`config.mk`:
```
export PLATFORM = sky130hd
export DESIGN_NAME = echo_pulse_range_averager_core_flat
export DESIGN_NICKNAME = d
export VERILOG_FILES = /design/src/hdl/epra_pkg.sv /design/src/hdl/epra_item_if.sv /design/src/hdl/epra_result_if.sv /design/src/hdl/epra_cell.sv /design/src/hdl/epra_window.sv /design/src/hdl/echo_pulse_range_averager_core.sv /design/src/flat_wrapper.sv
export SDC_FILE = /design/constraint.sdc
export NUM_CORES = 1
export LEC_CHECK = 0
export BUFFER_PORTS_ARGS = -buffer_cell sky130_fd_sc_hd__buf_2
export CAP_MARGIN = 5
export CORE_MARGIN = 4
export CORE_UTILIZATION = 55
export DETAILED_ROUTE_END_ITERATION = 8
export PLACE_DENSITY = 0.78
export SKIP_LAST_GASP = 1
export SYNTH_ARGS = -nofsm -noshare
export SYNTH_HDL_FRONTEND = slang
export SYNTH_SLANG_ARGS = --single-unit
```
`constraint.sdc`:
```
create_clock -name clk -period 13.9 [get_ports clk]
set_input_delay 4.17 -clock clk [delete_from_list [all_inputs] [get_ports clk]]
set_output_delay 4.17 -clock clk [all_outputs]
set_load 0.05 [all_outputs]
```
`src/hdl/epra_pkg.sv`:
```
`timescale 1ns / 1ps

package epra_pkg;

    // Field widths of the words on both channels.
    localparam int FUNC_W     = 2;
    localparam int STAMP_W    = 16;
    localparam int SAMPLE_W   = 13;
    localparam int PERIOD_W   = 8;
    localparam int WAIT_W     = 2;
    localparam int CFG_IDX_W  = 1;
    localparam int CFG_DATA_W = 8;

    // Largest distance a 16-bit tick count can give: 65535 * 5 / 58.
    localparam int MAX_SAMPLE = 5649;

    // Tick count times five fits in 19 bits.
    localparam int TICKS5_W = STAMP_W + 3;

    // Division by 58 as a multiplication by ceil(2^25 / 58). The error term
    // (18) times the largest dividend stays below 2^25, so the quotient is exact.
    localparam int                DIV58_SHIFT = 25;
    localparam int                DIV58_W     = 20;
    localparam logic [DIV58_W-1:0] DIV58_RECIP = 20'd578525;

    // Item codes.
    typedef enum logic [FUNC_W-1:0] {
        FUNC_CAPTURE  = 2'd0,
        FUNC_TRIGGER  = 2'd1,
        FUNC_OVERFLOW = 2'd2
    } func_t;

    // Configuration register indexes.
    localparam logic [CFG_IDX_W-1:0] CFG_SNAPSHOT_PERIOD = 1'b0;
    localparam logic [CFG_IDX_W-1:0] CFG_OVERFLOW_WAIT   = 1'b1;

    // Reset values of the configuration registers.
    localparam logic [PERIOD_W-1:0] PERIOD_RESET = 8'd25;
    localparam logic [WAIT_W-1:0]   WAIT_RESET   = 2'd2;

    // Control for one cell of the sample window.
    typedef struct packed {
        logic load;
        logic prime;
    } cell_ctl_t;

endpackage

```
`src/hdl/epra_item_if.sv`:
```
`timescale 1ns / 1ps

interface epra_item_if;
    logic                         valid;
    logic                         ready;
    logic [epra_pkg::FUNC_W-1:0]  func;
    logic [epra_pkg::STAMP_W-1:0] capture_time;

    modport source (output valid, func, capture_time, input ready);
    modport sink   (input valid, func, capture_time, output ready);
endinterface

```
`src/hdl/epra_result_if.sv`:
```
`timescale 1ns / 1ps

interface epra_result_if;
    logic                          valid;
    logic                          ready;
    logic                          trigger_granted;
    logic                          distance_valid;
    logic [epra_pkg::SAMPLE_W-1:0] average_distance;
    logic [epra_pkg::SAMPLE_W-1:0] snapshot_distance;
    logic                          reading_allowed;

    modport source (output valid, trigger_granted, distance_valid, average_distance,
                    snapshot_distance, reading_allowed, input ready);
    modport sink   (input valid, trigger_granted, distance_valid, average_distance,
                    snapshot_distance, reading_allowed, output ready);
endinterface

```
`src/hdl/epra_cell.sv`:
```
`timescale 1ns / 1ps

module epra_cell (
    input  logic                          clk,
    input  logic                          rst_n,
    input  epra_pkg::cell_ctl_t           ctl,
    input  logic [epra_pkg::SAMPLE_W-1:0] prime_value,
    input  logic [epra_pkg::SAMPLE_W-1:0] shift_in,
    output logic [epra_pkg::SAMPLE_W-1:0] value
);

    logic [epra_pkg::SAMPLE_W-1:0] value_reg;
    logic [epra_pkg::SAMPLE_W-1:0] value_next;

    // A primed window takes the new sample in every cell at once.
    always_comb
    begin
        value_next = value_reg;
        if (ctl.load)
        begin
            value_next = ctl.prime ? prime_value : shift_in;
        end
    end

    always_ff @(posedge clk or negedge rst_n)
    begin
        if (!rst_n)
        begin
            value_reg <= '0;
        end
        else
        begin
            value_reg <= value_next;
        end
    end

    assign value = value_reg;

endmodule

```
`src/hdl/epra_window.sv`:
```
`timescale 1ns / 1ps

module epra_window #(
    parameter int WINDOW  = 5,
    parameter int TOTAL_W = 15
) (
    input  logic                          clk,
    input  logic                          rst_n,
    input  logic                          load,
    input  logic [epra_pkg::SAMPLE_W-1:0] sample,
    output logic [TOTAL_W-1:0]            total
);

    localparam int POS_W = $clog2(WINDOW);

    logic [TOTAL_W-1:0]            total_reg;
    logic [TOTAL_W-1:0]            total_next;
    logic [POS_W-1:0]              pos_reg;
    logic [POS_W-1:0]              pos_next;
    logic                          prime;
    epra_pkg::cell_ctl_t           ctl;
    logic [epra_pkg::SAMPLE_W-1:0] cell_value [WINDOW];
    logic [TOTAL_W-1:0]            sample_ext;
    logic [TOTAL_W-1:0]            oldest_ext;

    // An empty window at position zero is filled with the first sample.
    assign prime      = (total_reg == '0) && (pos_reg == '0);
    assign ctl.load   = load;
    assign ctl.prime  = prime;
    assign sample_ext = TOTAL_W'(sample);
    assign oldest_ext = TOTAL_W'(cell_value[WINDOW-1]);

    // The last cell holds the oldest sample, the one that leaves the window.
    genvar k;
    generate
        for (k = 0; k < WINDOW; k++)
        begin : g_cell
            if (k == 0)
            begin : g_head
                epra_cell u_cell (
                    .clk         (clk),
                    .rst_n       (rst_n),
                    .ctl         (ctl),
                    .prime_value (sample),
                    .shift_in    (sample),
                    .value       (cell_value[k])
                );
            end
            else
            begin : g_body
                epra_cell u_cell (
                    .clk         (clk),
                    .rst_n       (rst_n),
                    .ctl         (ctl),
                    .prime_value (sample),
                    .shift_in    (cell_value[k-1]),
                    .value       (cell_value[k])
                );
            end
        end
    endgenerate

    always_comb
    begin
        total_next = total_reg;
        pos_next   = pos_reg;
        if (load)
        begin
            if (prime)
            begin
                total_next = TOTAL_W'(sample_ext * TOTAL_W'(WINDOW));
            end
            else
            begin
                total_next = total_reg - oldest_ext + sample_ext;
            end
            pos_next = (pos_reg == POS_W'(WINDOW - 1)) ? '0 : pos_reg + POS_W'(1);
        end
    end

    always_ff @(posedge clk or negedge rst_n)
    begin
        if (!rst_n)
        begin
            total_reg <= '0;
            pos_reg   <= '0;
        end
        else
        begin
            total_reg <= total_next;
            pos_reg   <= pos_next;
        end
    end

    assign total = total_reg;

endmodule

```
`src/hdl/echo_pulse_range_averager_core.sv`:
```
`timescale 1ns / 1ps
// A word's result appears on the result channel after it has passed stages A, B and C.
// Throughput: one word per cycle; the three stages (distance, window total, average)
// each hold one word and a stalled result lets bubbles ahead of it close up.
// Reset: rst_n is asynchronous and active low; it empties the pipeline, clears the
// window cells, the total and the counters, and loads the register defaults.

module echo_pulse_range_averager_core #(
    parameter int WINDOW = 5
) (
    input  logic                            clk,
    input  logic                            rst_n,
    input  logic                            cfg_we,
    input  logic [epra_pkg::CFG_IDX_W-1:0]  cfg_index,
    input  logic [epra_pkg::CFG_DATA_W-1:0] cfg_data,
    epra_item_if.sink                       item,
    epra_result_if.source                   result
);

    // The window total must hold WINDOW copies of the largest distance.
    localparam int TOTAL_W = $clog2(epra_pkg::MAX_SAMPLE * WINDOW + 1);
    // The average is total / WINDOW, done as a multiplication by a rounded-up
    // reciprocal. With WINDOW at most 16 the error term times any total stays
    // below 2^AVG_SHIFT, so the quotient is exact.
    localparam int AVG_SHIFT = TOTAL_W + 4;
    localparam int AVG_RECIP = ((1 << AVG_SHIFT) + WINDOW - 1) / WINDOW;
    localparam int AVG_PROD_W = TOTAL_W + AVG_SHIFT;
    // Width of the tick-to-distance product.
    localparam int DIST_PROD_W = epra_pkg::TICKS5_W + epra_pkg::DIV58_W;

    // ------------------------------------------------------------------
    // Configuration registers.
    // ------------------------------------------------------------------
    logic [epra_pkg::PERIOD_W-1:0] period_reg;
    logic [epra_pkg::WAIT_W-1:0]   wait_reg;

    always_ff @(posedge clk or negedge rst_n)
    begin
        if (!rst_n)
        begin
            period_reg <= epra_pkg::PERIOD_RESET;
            wait_reg   <= epra_pkg::WAIT_RESET;
        end
        else if (cfg_we)
        begin
            unique case (cfg_index)
                epra_pkg::CFG_SNAPSHOT_PERIOD:
                begin
                    period_reg <= cfg_data[epra_pkg::PERIOD_W-1:0];
                end
                epra_pkg::CFG_OVERFLOW_WAIT:
                begin
                    wait_reg <= cfg_data[epra_pkg::WAIT_W-1:0];
                end
                default:
                begin
                    period_reg <= period_reg;
                end
            endcase
        end
    end

    // ------------------------------------------------------------------
    // Pipeline flow control. Each stage moves on when the stage after it is
    // empty or moving on itself, so a held result does not block words that
    // still have room ahead of them.
    // ------------------------------------------------------------------
    logic a_valid_reg;
    logic b_valid_reg;
    logic c_valid_reg;
    logic adv_a;
    logic adv_b;
    logic adv_c;

    assign adv_c      = b_valid_reg && (!c_valid_reg || result.ready);
    assign adv_b      = a_valid_reg && (!b_valid_reg || adv_c);
    assign item.ready = !a_valid_reg || adv_b;
    assign adv_a      = item.valid && item.ready;

    // ------------------------------------------------------------------
    // Stage A: edge pairing, tick-to-distance conversion and the trigger
    // handshake with the overflow counter. All of this state is consulted
    // and updated by one word at a time here.
    // ------------------------------------------------------------------
    logic                           expect_rising_reg;
    logic                           expect_rising_next;
    logic [epra_pkg::STAMP_W-1:0]   start_stamp_reg;
    logic [epra_pkg::STAMP_W-1:0]   start_stamp_next;
    logic                           allowed_reg;
    logic                           allowed_next;
    logic                           armed_reg;
    logic                           armed_next;
    logic [epra_pkg::WAIT_W-1:0]    ovf_count_reg;
    logic [epra_pkg::WAIT_W-1:0]    ovf_count_next;

    logic [epra_pkg::STAMP_W-1:0]   ticks;
    logic [epra_pkg::TICKS5_W-1:0]  ticks5;
    logic [DIST_PROD_W-1:0]         dist_prod;
    logic [epra_pkg::SAMPLE_W-1:0]  distance;
    logic                           granted;
    logic                           sample_valid;

    logic                           a_granted_reg;
    logic                           a_sample_valid_reg;
    logic                           a_allowed_reg;
    logic [epra_pkg::SAMPLE_W-1:0]  a_sample_reg;

    // The subtraction wraps modulo 2^16, which covers a timer rollover.
    assign ticks     = item.capture_time - start_stamp_reg;
    assign ticks5    = epra_pkg::TICKS5_W'({ticks, 2'b00}) + epra_pkg::TICKS5_W'(ticks);
    assign dist_prod = DIST_PROD_W'(ticks5) * DIST_PROD_W'(epra_pkg::DIV58_RECIP);
    assign distance  = dist_prod[epra_pkg::DIV58_SHIFT +: epra_pkg::SAMPLE_W];

    always_comb
    begin
        expect_rising_next = expect_rising_reg;
        start_stamp_next   = start_stamp_reg;
        allowed_next       = allowed_reg;
        armed_next         = armed_reg;
        ovf_count_next     = ovf_count_reg;
        granted            = 1'b0;
        sample_valid       = 1'b0;
        case (epra_pkg::func_t'(item.func))
            epra_pkg::FUNC_CAPTURE:
            begin
                if (expect_rising_reg)
                begin
                    start_stamp_next   = item.capture_time;
                    expect_rising_next = 1'b0;
                end
                else
                begin
                    expect_rising_next = 1'b1;
                    sample_valid       = 1'b1;
                end
            end
            epra_pkg::FUNC_TRIGGER:
            begin
                // A request always closes the gate, even when it is refused.
                if (allowed_reg)
                begin
                    granted    = 1'b1;
                    armed_next = 1'b1;
                end
                allowed_next = 1'b0;
            end
            epra_pkg::FUNC_OVERFLOW:
            begin
                // Ticks only count after a grant has armed the counter.
                if (armed_reg)
                begin
                    if (ovf_count_reg >= wait_reg)
                    begin
                        armed_next     = 1'b0;
                        allowed_next   = 1'b1;
                        ovf_count_next = '0;
                    end
                    else
                    begin
                        ovf_count_next = ovf_count_reg + epra_pkg::WAIT_W'(1);
                    end
                end
            end
            default:
            begin
                // An unknown code passes through and changes nothing.
                granted = 1'b0;
            end
        endcase
    end

    always_ff @(posedge clk or negedge rst_n)
    begin
        if (!rst_n)
        begin
            expect_rising_reg <= 1'b1;
            start_stamp_reg   <= '0;
            allowed_reg       <= 1'b1;
            armed_reg         <= 1'b0;
            ovf_count_reg     <= '0;
            a_valid_reg       <= 1'b0;
        end
        else
        begin
            if (adv_a)
            begin
                expect_rising_reg <= expect_rising_next;
                start_stamp_reg   <= start_stamp_next;
                allowed_reg       <= allowed_next;
                armed_reg         <= armed_next;
                ovf_count_reg     <= ovf_count_next;
                a_valid_reg       <= 1'b1;
            end
            else if (adv_b)
            begin
                a_valid_reg <= 1'b0;
            end
        end
    end

    always_ff @(posedge clk)
    begin
        if (adv_a)
        begin
            a_granted_reg      <= granted;
            a_sample_valid_reg <= sample_valid;
            a_allowed_reg      <= allowed_next;
            a_sample_reg       <= distance;
        end
    end

    // ------------------------------------------------------------------
    // Stage B: the window of cells and its running total. A sample enters
    // the chain as its word moves from stage A into stage B.
    // ------------------------------------------------------------------
    logic [TOTAL_W-1:0] window_total;
    logic               b_granted_reg;
    logic               b_sample_valid_reg;
    logic               b_allowed_reg;

    epra_window #(
        .WINDOW  (WINDOW),
        .TOTAL_W (TOTAL_W)
    ) u_window (
        .clk    (clk),
        .rst_n  (rst_n),
        .load   (adv_b && a_sample_valid_reg),
        .sample (a_sample_reg),
        .total  (window_total)
    );

    always_ff @(posedge clk or negedge rst_n)
    begin
        if (!rst_n)
        begin
            b_valid_reg <= 1'b0;
        end
        else if (adv_b)
        begin
            b_valid_reg <= 1'b1;
        end
        else if (adv_c)
        begin
            b_valid_reg <= 1'b0;
        end
    end

    always_ff @(posedge clk)
    begin
        if (adv_b)
        begin
            b_granted_reg      <= a_granted_reg;
            b_sample_valid_reg <= a_sample_valid_reg;
            b_allowed_reg      <= a_allowed_reg;
        end
    end

    // ------------------------------------------------------------------
    // Stage C: average, snapshot and the output register. The average and
    // snapshot registers are both state and result payload; they change only
    // when a sample word moves in, so a held result stays stable.
    // ------------------------------------------------------------------
    logic [AVG_PROD_W-1:0]         avg_prod;
    logic [epra_pkg::SAMPLE_W-1:0] avg_new;
    logic [epra_pkg::SAMPLE_W-1:0] average_reg;
    logic [epra_pkg::SAMPLE_W-1:0] average_next;
    logic [epra_pkg::SAMPLE_W-1:0] snapshot_reg;
    logic [epra_pkg::SAMPLE_W-1:0] snapshot_next;
    logic [epra_pkg::PERIOD_W-1:0] count_reg;
    logic [epra_pkg::PERIOD_W-1:0] count_next;
    logic                          c_granted_reg;
    logic                          c_sample_valid_reg;
    logic                          c_allowed_reg;

    assign avg_prod = AVG_PROD_W'(window_total) * AVG_PROD_W'(AVG_RECIP);
    assign avg_new  = avg_prod[AVG_SHIFT +: epra_pkg::SAMPLE_W];

    always_comb
    begin
        average_next  = average_reg;
        snapshot_next = snapshot_reg;
        count_next    = count_reg;
        if (adv_c && b_sample_valid_reg)
        begin
            average_next = avg_new;
            // The snapshot refreshes on the sample that finds the count at
            // or above the period, which makes the interval period + 1.
            if (count_reg >= period_reg)
            begin
                snapshot_next = avg_new;
                count_next    = '0;
            end
            else
            begin
                count_next = count_reg + epra_pkg::PERIOD_W'(1);
            end
        end
    end

    always_ff @(posedge clk or negedge rst_n)
    begin
        if (!rst_n)
        begin
            average_reg  <= '0;
            snapshot_reg <= '0;
            count_reg    <= '0;
            c_valid_reg  <= 1'b0;
        end
        else
        begin
            average_reg  <= average_next;
            snapshot_reg <= snapshot_next;
            count_reg    <= count_next;
            if (adv_c)
            begin
                c_valid_reg <= 1'b1;
            end
            else if (result.ready)
            begin
                c_valid_reg <= 1'b0;
            end
        end
    end

    always_ff @(posedge clk)
    begin
        if (adv_c)
        begin
            c_granted_reg      <= b_granted_reg;
            c_sample_valid_reg <= b_sample_valid_reg;
            c_allowed_reg      <= b_allowed_reg;
        end
    end

    assign result.valid             = c_valid_reg;
    assign result.trigger_granted   = c_granted_reg;
    assign result.distance_valid    = c_sample_valid_reg;
    assign result.average_distance  = average_reg;
    assign result.snapshot_distance = snapshot_reg;
    assign result.reading_allowed   = c_allowed_reg;

endmodule
```
`src/flat_wrapper.sv`:
```
// flat-port wrapper written by rule: the top's interface ports become plain ports
module echo_pulse_range_averager_core_flat 
#(
    parameter int WINDOW = 5
)
  (clk, rst_n, cfg_we, cfg_index, cfg_data, item_valid, item_func, item_capture_time, item_ready, result_valid, result_trigger_granted, result_distance_valid, result_average_distance, result_snapshot_distance, result_reading_allowed, result_ready);
  epra_item_if item_i ();
  epra_result_if result_i ();
  input  logic clk;
  input  logic rst_n;
  input  logic cfg_we;
  input  logic [epra_pkg::CFG_IDX_W-1:0] cfg_index;
  input  logic [epra_pkg::CFG_DATA_W-1:0] cfg_data;
  input wire logic [$bits(item_i.valid)-1:0] item_valid;
  input wire logic [$bits(item_i.func)-1:0] item_func;
  input wire logic [$bits(item_i.capture_time)-1:0] item_capture_time;
  output wire logic [$bits(item_i.ready)-1:0] item_ready;
  output wire logic [$bits(result_i.valid)-1:0] result_valid;
  output wire logic [$bits(result_i.trigger_granted)-1:0] result_trigger_granted;
  output wire logic [$bits(result_i.distance_valid)-1:0] result_distance_valid;
  output wire logic [$bits(result_i.average_distance)-1:0] result_average_distance;
  output wire logic [$bits(result_i.snapshot_distance)-1:0] result_snapshot_distance;
  output wire logic [$bits(result_i.reading_allowed)-1:0] result_reading_allowed;
  input wire logic [$bits(result_i.ready)-1:0] result_ready;
  assign item_i.valid = item_valid;
  assign item_i.func = item_func;
  assign item_i.capture_time = item_capture_time;
  assign item_ready = item_i.ready;
  assign result_valid = result_i.valid;
  assign result_trigger_granted = result_i.trigger_granted;
  assign result_distance_valid = result_i.distance_valid;
  assign result_average_distance = result_i.average_distance;
  assign result_snapshot_distance = result_i.snapshot_distance;
  assign result_reading_allowed = result_i.reading_allowed;
  assign result_i.ready = result_ready;
  echo_pulse_range_averager_core #(.WINDOW(WINDOW)) u_core (.clk(clk), .rst_n(rst_n), .cfg_we(cfg_we), .cfg_index(cfg_index), .cfg_data(cfg_data), .item(item_i), .result(result_i));
endmodule
```
==> results.md <==
- Cells with a size suffix above 1 make up 8.60% of the layout.
- In this run the worst hold path is classified as register to register.
- Counting the buffers created by CTS gives 17.
- Setup violations remaining at the end of the flow were counted as 0.
- On the worst path, the slowest cell contributes a delay of 610 ps.
- The first detailed-routing pass took 5 iterations.
- In this run the remaining antenna-violating nets after routing total 0.
- At the pin with the least slew margin, the transition time is ~1100 ps.
- Global routing used about 22% of the available tracks.
- Counting I/O delays and the setup requirement, the final critical path takes about 13000 ps.
- Headroom to the max-slew limit came out at about a quarter.
- The met1 track demand over resource is 27.9%.
- In the final design database the tool counted 2805 nets.
- When the netlist entered floorplanning its net count stood at between 2000 and 3000.
- The number of antenna diodes in the final layout is 0.
- The pin count of the biggest net entering global routing is 136.
- Setup repair after global routing left no endpoint under its margin.
- The number of storage elements in the synthesis netlist is between 150 and 200.
- Of the post-synthesis cell area, the dominant cell type holds between 20% and 30%.
- The number of buffers between clock root and the deepest sink is 2.
- The count of final hold-check violations is 0.
- In the finished design, the share of the clock period the worst path needs comes to between 90% and 100%.
- The via count of the first global-routing pass is between 15000 and 20000.
- The cell sitting at the root of the clock tree is a sky130_fd_sc_hd__clkbuf_16.
- The flow ran to the end, and the final reports show no timing, DRC or antenna violations.
- The CTS tree is built.
- In the synthesized netlist the dominant register cell turns out to be sky130_fd_sc_hd__dfrtp_1.
- The cell with the most instances after synthesis is sky130_fd_sc_hd__inv_1.
- In the post-route analysis, the smallest setup slack over all paths is about 530 ps.
- The number of cells produced by synthesis is 2131.
- Counting the fill cells in the layout gives 3062.
- For this run, global-route usage on met2 was measured as 41.6%.
- Between clock sinks in the finished design, the worst skew comes to 14.7 ps.
- Counting flops with an async set or reset pin after synthesis yields a share of between 80 and 90%.
- In the routed design, unresolved DRC markers number 0.
- The number of antenna violations at the first check in global routing is 0.
- The dominant cell type by count on the critical path is sky130_fd_sc_hd__inv_1.
- The register with the most flip-flops in the layout has 52 of them.
- Yosys mapped a number of flops with a built-in enable equal to 22.
- The placed cell area is between 20000 and 25000 sq um.
- The fraction of met3 tracks used by global routing is around 2.2%.
- The cell area that synthesis handed to floorplanning was roughly 20000 sq um.
- The clock net in this run drives a total of about 170 sinks.
- For this design, the CTS-stage hold fixing added 0 buffers.
- The routability congestion estimate is 0.958.
- The slowest stage of the critical path is the sky130_fd_sc_hd__fa_1 cell.
- The post-synthesis cell type with the largest combined area is sky130_fd_sc_hd__ha_1.
- The layer carrying the most global-route usage is met2.
- The floorplan die area is about 40000 sq um.
- By count the netlist is led by sky130_fd_sc_hd__inv_1 (490), sky130_fd_sc_hd__ha_1 (361), sky130_fd_sc_hd__fa_1 (215).
- The element type at the critical path start is a primary input.
- The height of the chip is around 200 um.
- The H-tree depth is 4.
- Based on the critical path, the design can be clocked at up to about 75 MHz.
- The floorplan has 70 rows.
- For this run the aggregate overflow at the end of global routing stands at 0.
- After routing the design area is ~22000 sq um.
- 63 I/O pins were placed.
- The worst setup path is of the primary input to register kind.
- From synthesis to final layout, the design area changed by 7.49%.
- The first-pass GRT wire length is ~75000 um.
- The per-cell routed wire length is ~16 um.
- Wires add up to between 40000 and 50000 um.
- After detailed routing, the number of vias per cell comes to between 5 and 6.
- After synthesis, the mean cell area works out to 9.55 sq um.
- The effective utilization at floorplan is a little under three fifths.
- The count of input and output buffers is just over 60.
- Ranked by total cell area, the synthesized netlist is headed by sky130_fd_sc_hd__ha_1 (22%), sky130_fd_sc_hd__fa_1 (21%), sky130_fd_sc_hd__dfrtp_1 (18%).
- The share of the yosys chip area belonging to registers is between 20% and 30%.
- At the worst endpoint, the arrival time is roughly 14000 ps.
- In this run, the number of DRC markers left after iteration 0 of detailed routing was around 720.
- Detailed routing inserted a total of 14500 vias.
- The latest clock arrival within the worst-skew pair is ~440 ps.
- Registers take 4450 sq um.
- The multi-input combinational cells in the finished layout cover a total of between 10000 and 15000 sq um.
- The floorplan die width is between 200 and 250 um.
- Clock-pin slew was measured on the worst setup and hold paths at about 70 ps.
- Prior to clock tree synthesis, the placed netlist has a worst setup slack of -93.0 ps.
- In this run the worst path has a maximum fanout of 5.
- The tool flagged a number of max-cap violations equal to 0.
- The sum of net half-perimeters after detailed placement is roughly 37000 um.
- Data on the critical path is required at its endpoint by 14070 ps.
- The core region is around 37000 sq um.
- Synthesis instantiated 67 different standard cells from the library.
- Yosys printed 0 warnings.
- The number of max-slew violations in the final report is 0.
- The critical path endpoint category is a register.
==> cell type report <==
class                           instances  area share (%)
Tap cell                              468            2.68
Clock buffer                           20            2.09
Multi-Input combinational cell       1431            63.8
Inverter                              491            8.43
Sequential cell                       173            20.3
Clock inverter                         12           0.475
Timing Repair Buffer                   83            2.17
==> worst max-delay path, delay by kind of cell <==
kind | cells | cell delay (ps)
adder cells (fa/ha/maj) | 10 | 4510
AO/OA/AOI/OAI | 13 | 2730
AND/OR/NAND/NOR | 9 | 1380
buffers and inverters | 9 | 650
XOR/XNOR | 1 | 100
==> repair_timing <==
item                                   CTS  global route
buffers inserted                         0             0
gates resized for setup                  0             5
endpoints found under the hold margin    0             0
setup endpoints to repair                0             3
==> cells in the final DEF (no fill, tap or decap), drive strengths merged, types with 4 or more instances in the layout <==
| cell type | count |
|---|---|
| mux2 | 37 |
| xnor2 | 60 |
| nand2b | 18 |
| xor2 | 23 |
| edfxtp | 22 |
| and2 | 11 |
| dfrtp | 145 |
| o31ai | 5 |
| a211oi | 19 |
| or2 | 10 |
| o21a | 9 |
| nand2 | 156 |
| fa | 215 |
| nor2 | 75 |
| nand3 | 20 |
| o21ai | 135 |
| nor3 | 20 |
| and3 | 14 |
| nand4 | 7 |
| dfstp | 6 |
| clkinv | 4 |
| nor2b | 12 |
| ha | 361 |
| a21o | 33 |
| clkbuf | 20 |
| o211ai | 6 |
| a31oi | 11 |
| buf | 83 |
| a21oi | 121 |
| inv | 496 |
| o21bai | 7 |
==> cells by family after synthesis <==
kind of cell / after synthesis / share of synthesized area [%]
flops: 173 / 21.9
xor+xnor: 83 / 3.78
compound gates: 383 / 11.5
buf+inv: 527 / 9.72
mux: 39 / 2.15
simple gates: 350 / 7.69
fa+ha+maj: 576 / 43.4
==> path summary, 6_finish.rpt <==
| check | startpoint | to | slack, ps | depth (start not counted) |
|---|---|---|---|---|
| worst max-delay path | item_capture_time[0] | u_core.a_sample_reg[12] | 530 | 42 |
| worst min-delay path | u_core.a_allowed_reg | u_core.b_allowed_reg | 440 | 0 |
| worst max register to register | u_core.start_stamp_reg[0] | u_core.a_sample_reg[12] | 4050 | 40 |
| worst min register to register | u_core.a_allowed_reg | u_core.b_allowed_reg | 440 | 0 |
| max in group asynchronous | rst_n | u_core.u_window.g_cell[4].g_body.u_cell.value[5] | 8750 | 2 |
| min in group asynchronous | rst_n | u_core.result.average_distance[9] | 3720 | 1 |
==> stage by stage <==
| step | setup TNS, ps | hold WS (ps) | util (%) | cells |
|---|---|---|---|---|
| floorplan | 0 | 400 | - | 2131 |
| global placement | 0 | 403 | 58.3 | 2646 |
| detailed placement | -93.0 | 415 | 58.3 | 2646 |
| CTS | 0 | 436 | 59.8 | 2678 |
| global route | 0 | 452 | 59.9 | 2678 |
| finish | 0 | 438 | 59.9 | 2678 |
==> per-layer routing <==
metal  wire (um)  vias up
li1            -     7037
met5           0        -
met1       18900     7140
met4         810        0
met2       23100      240
met3        1150       66
Power is left out: the tool's default activity adds up to more than one toggle a clock period on the data nets, which glitch-free logic cannot reach.
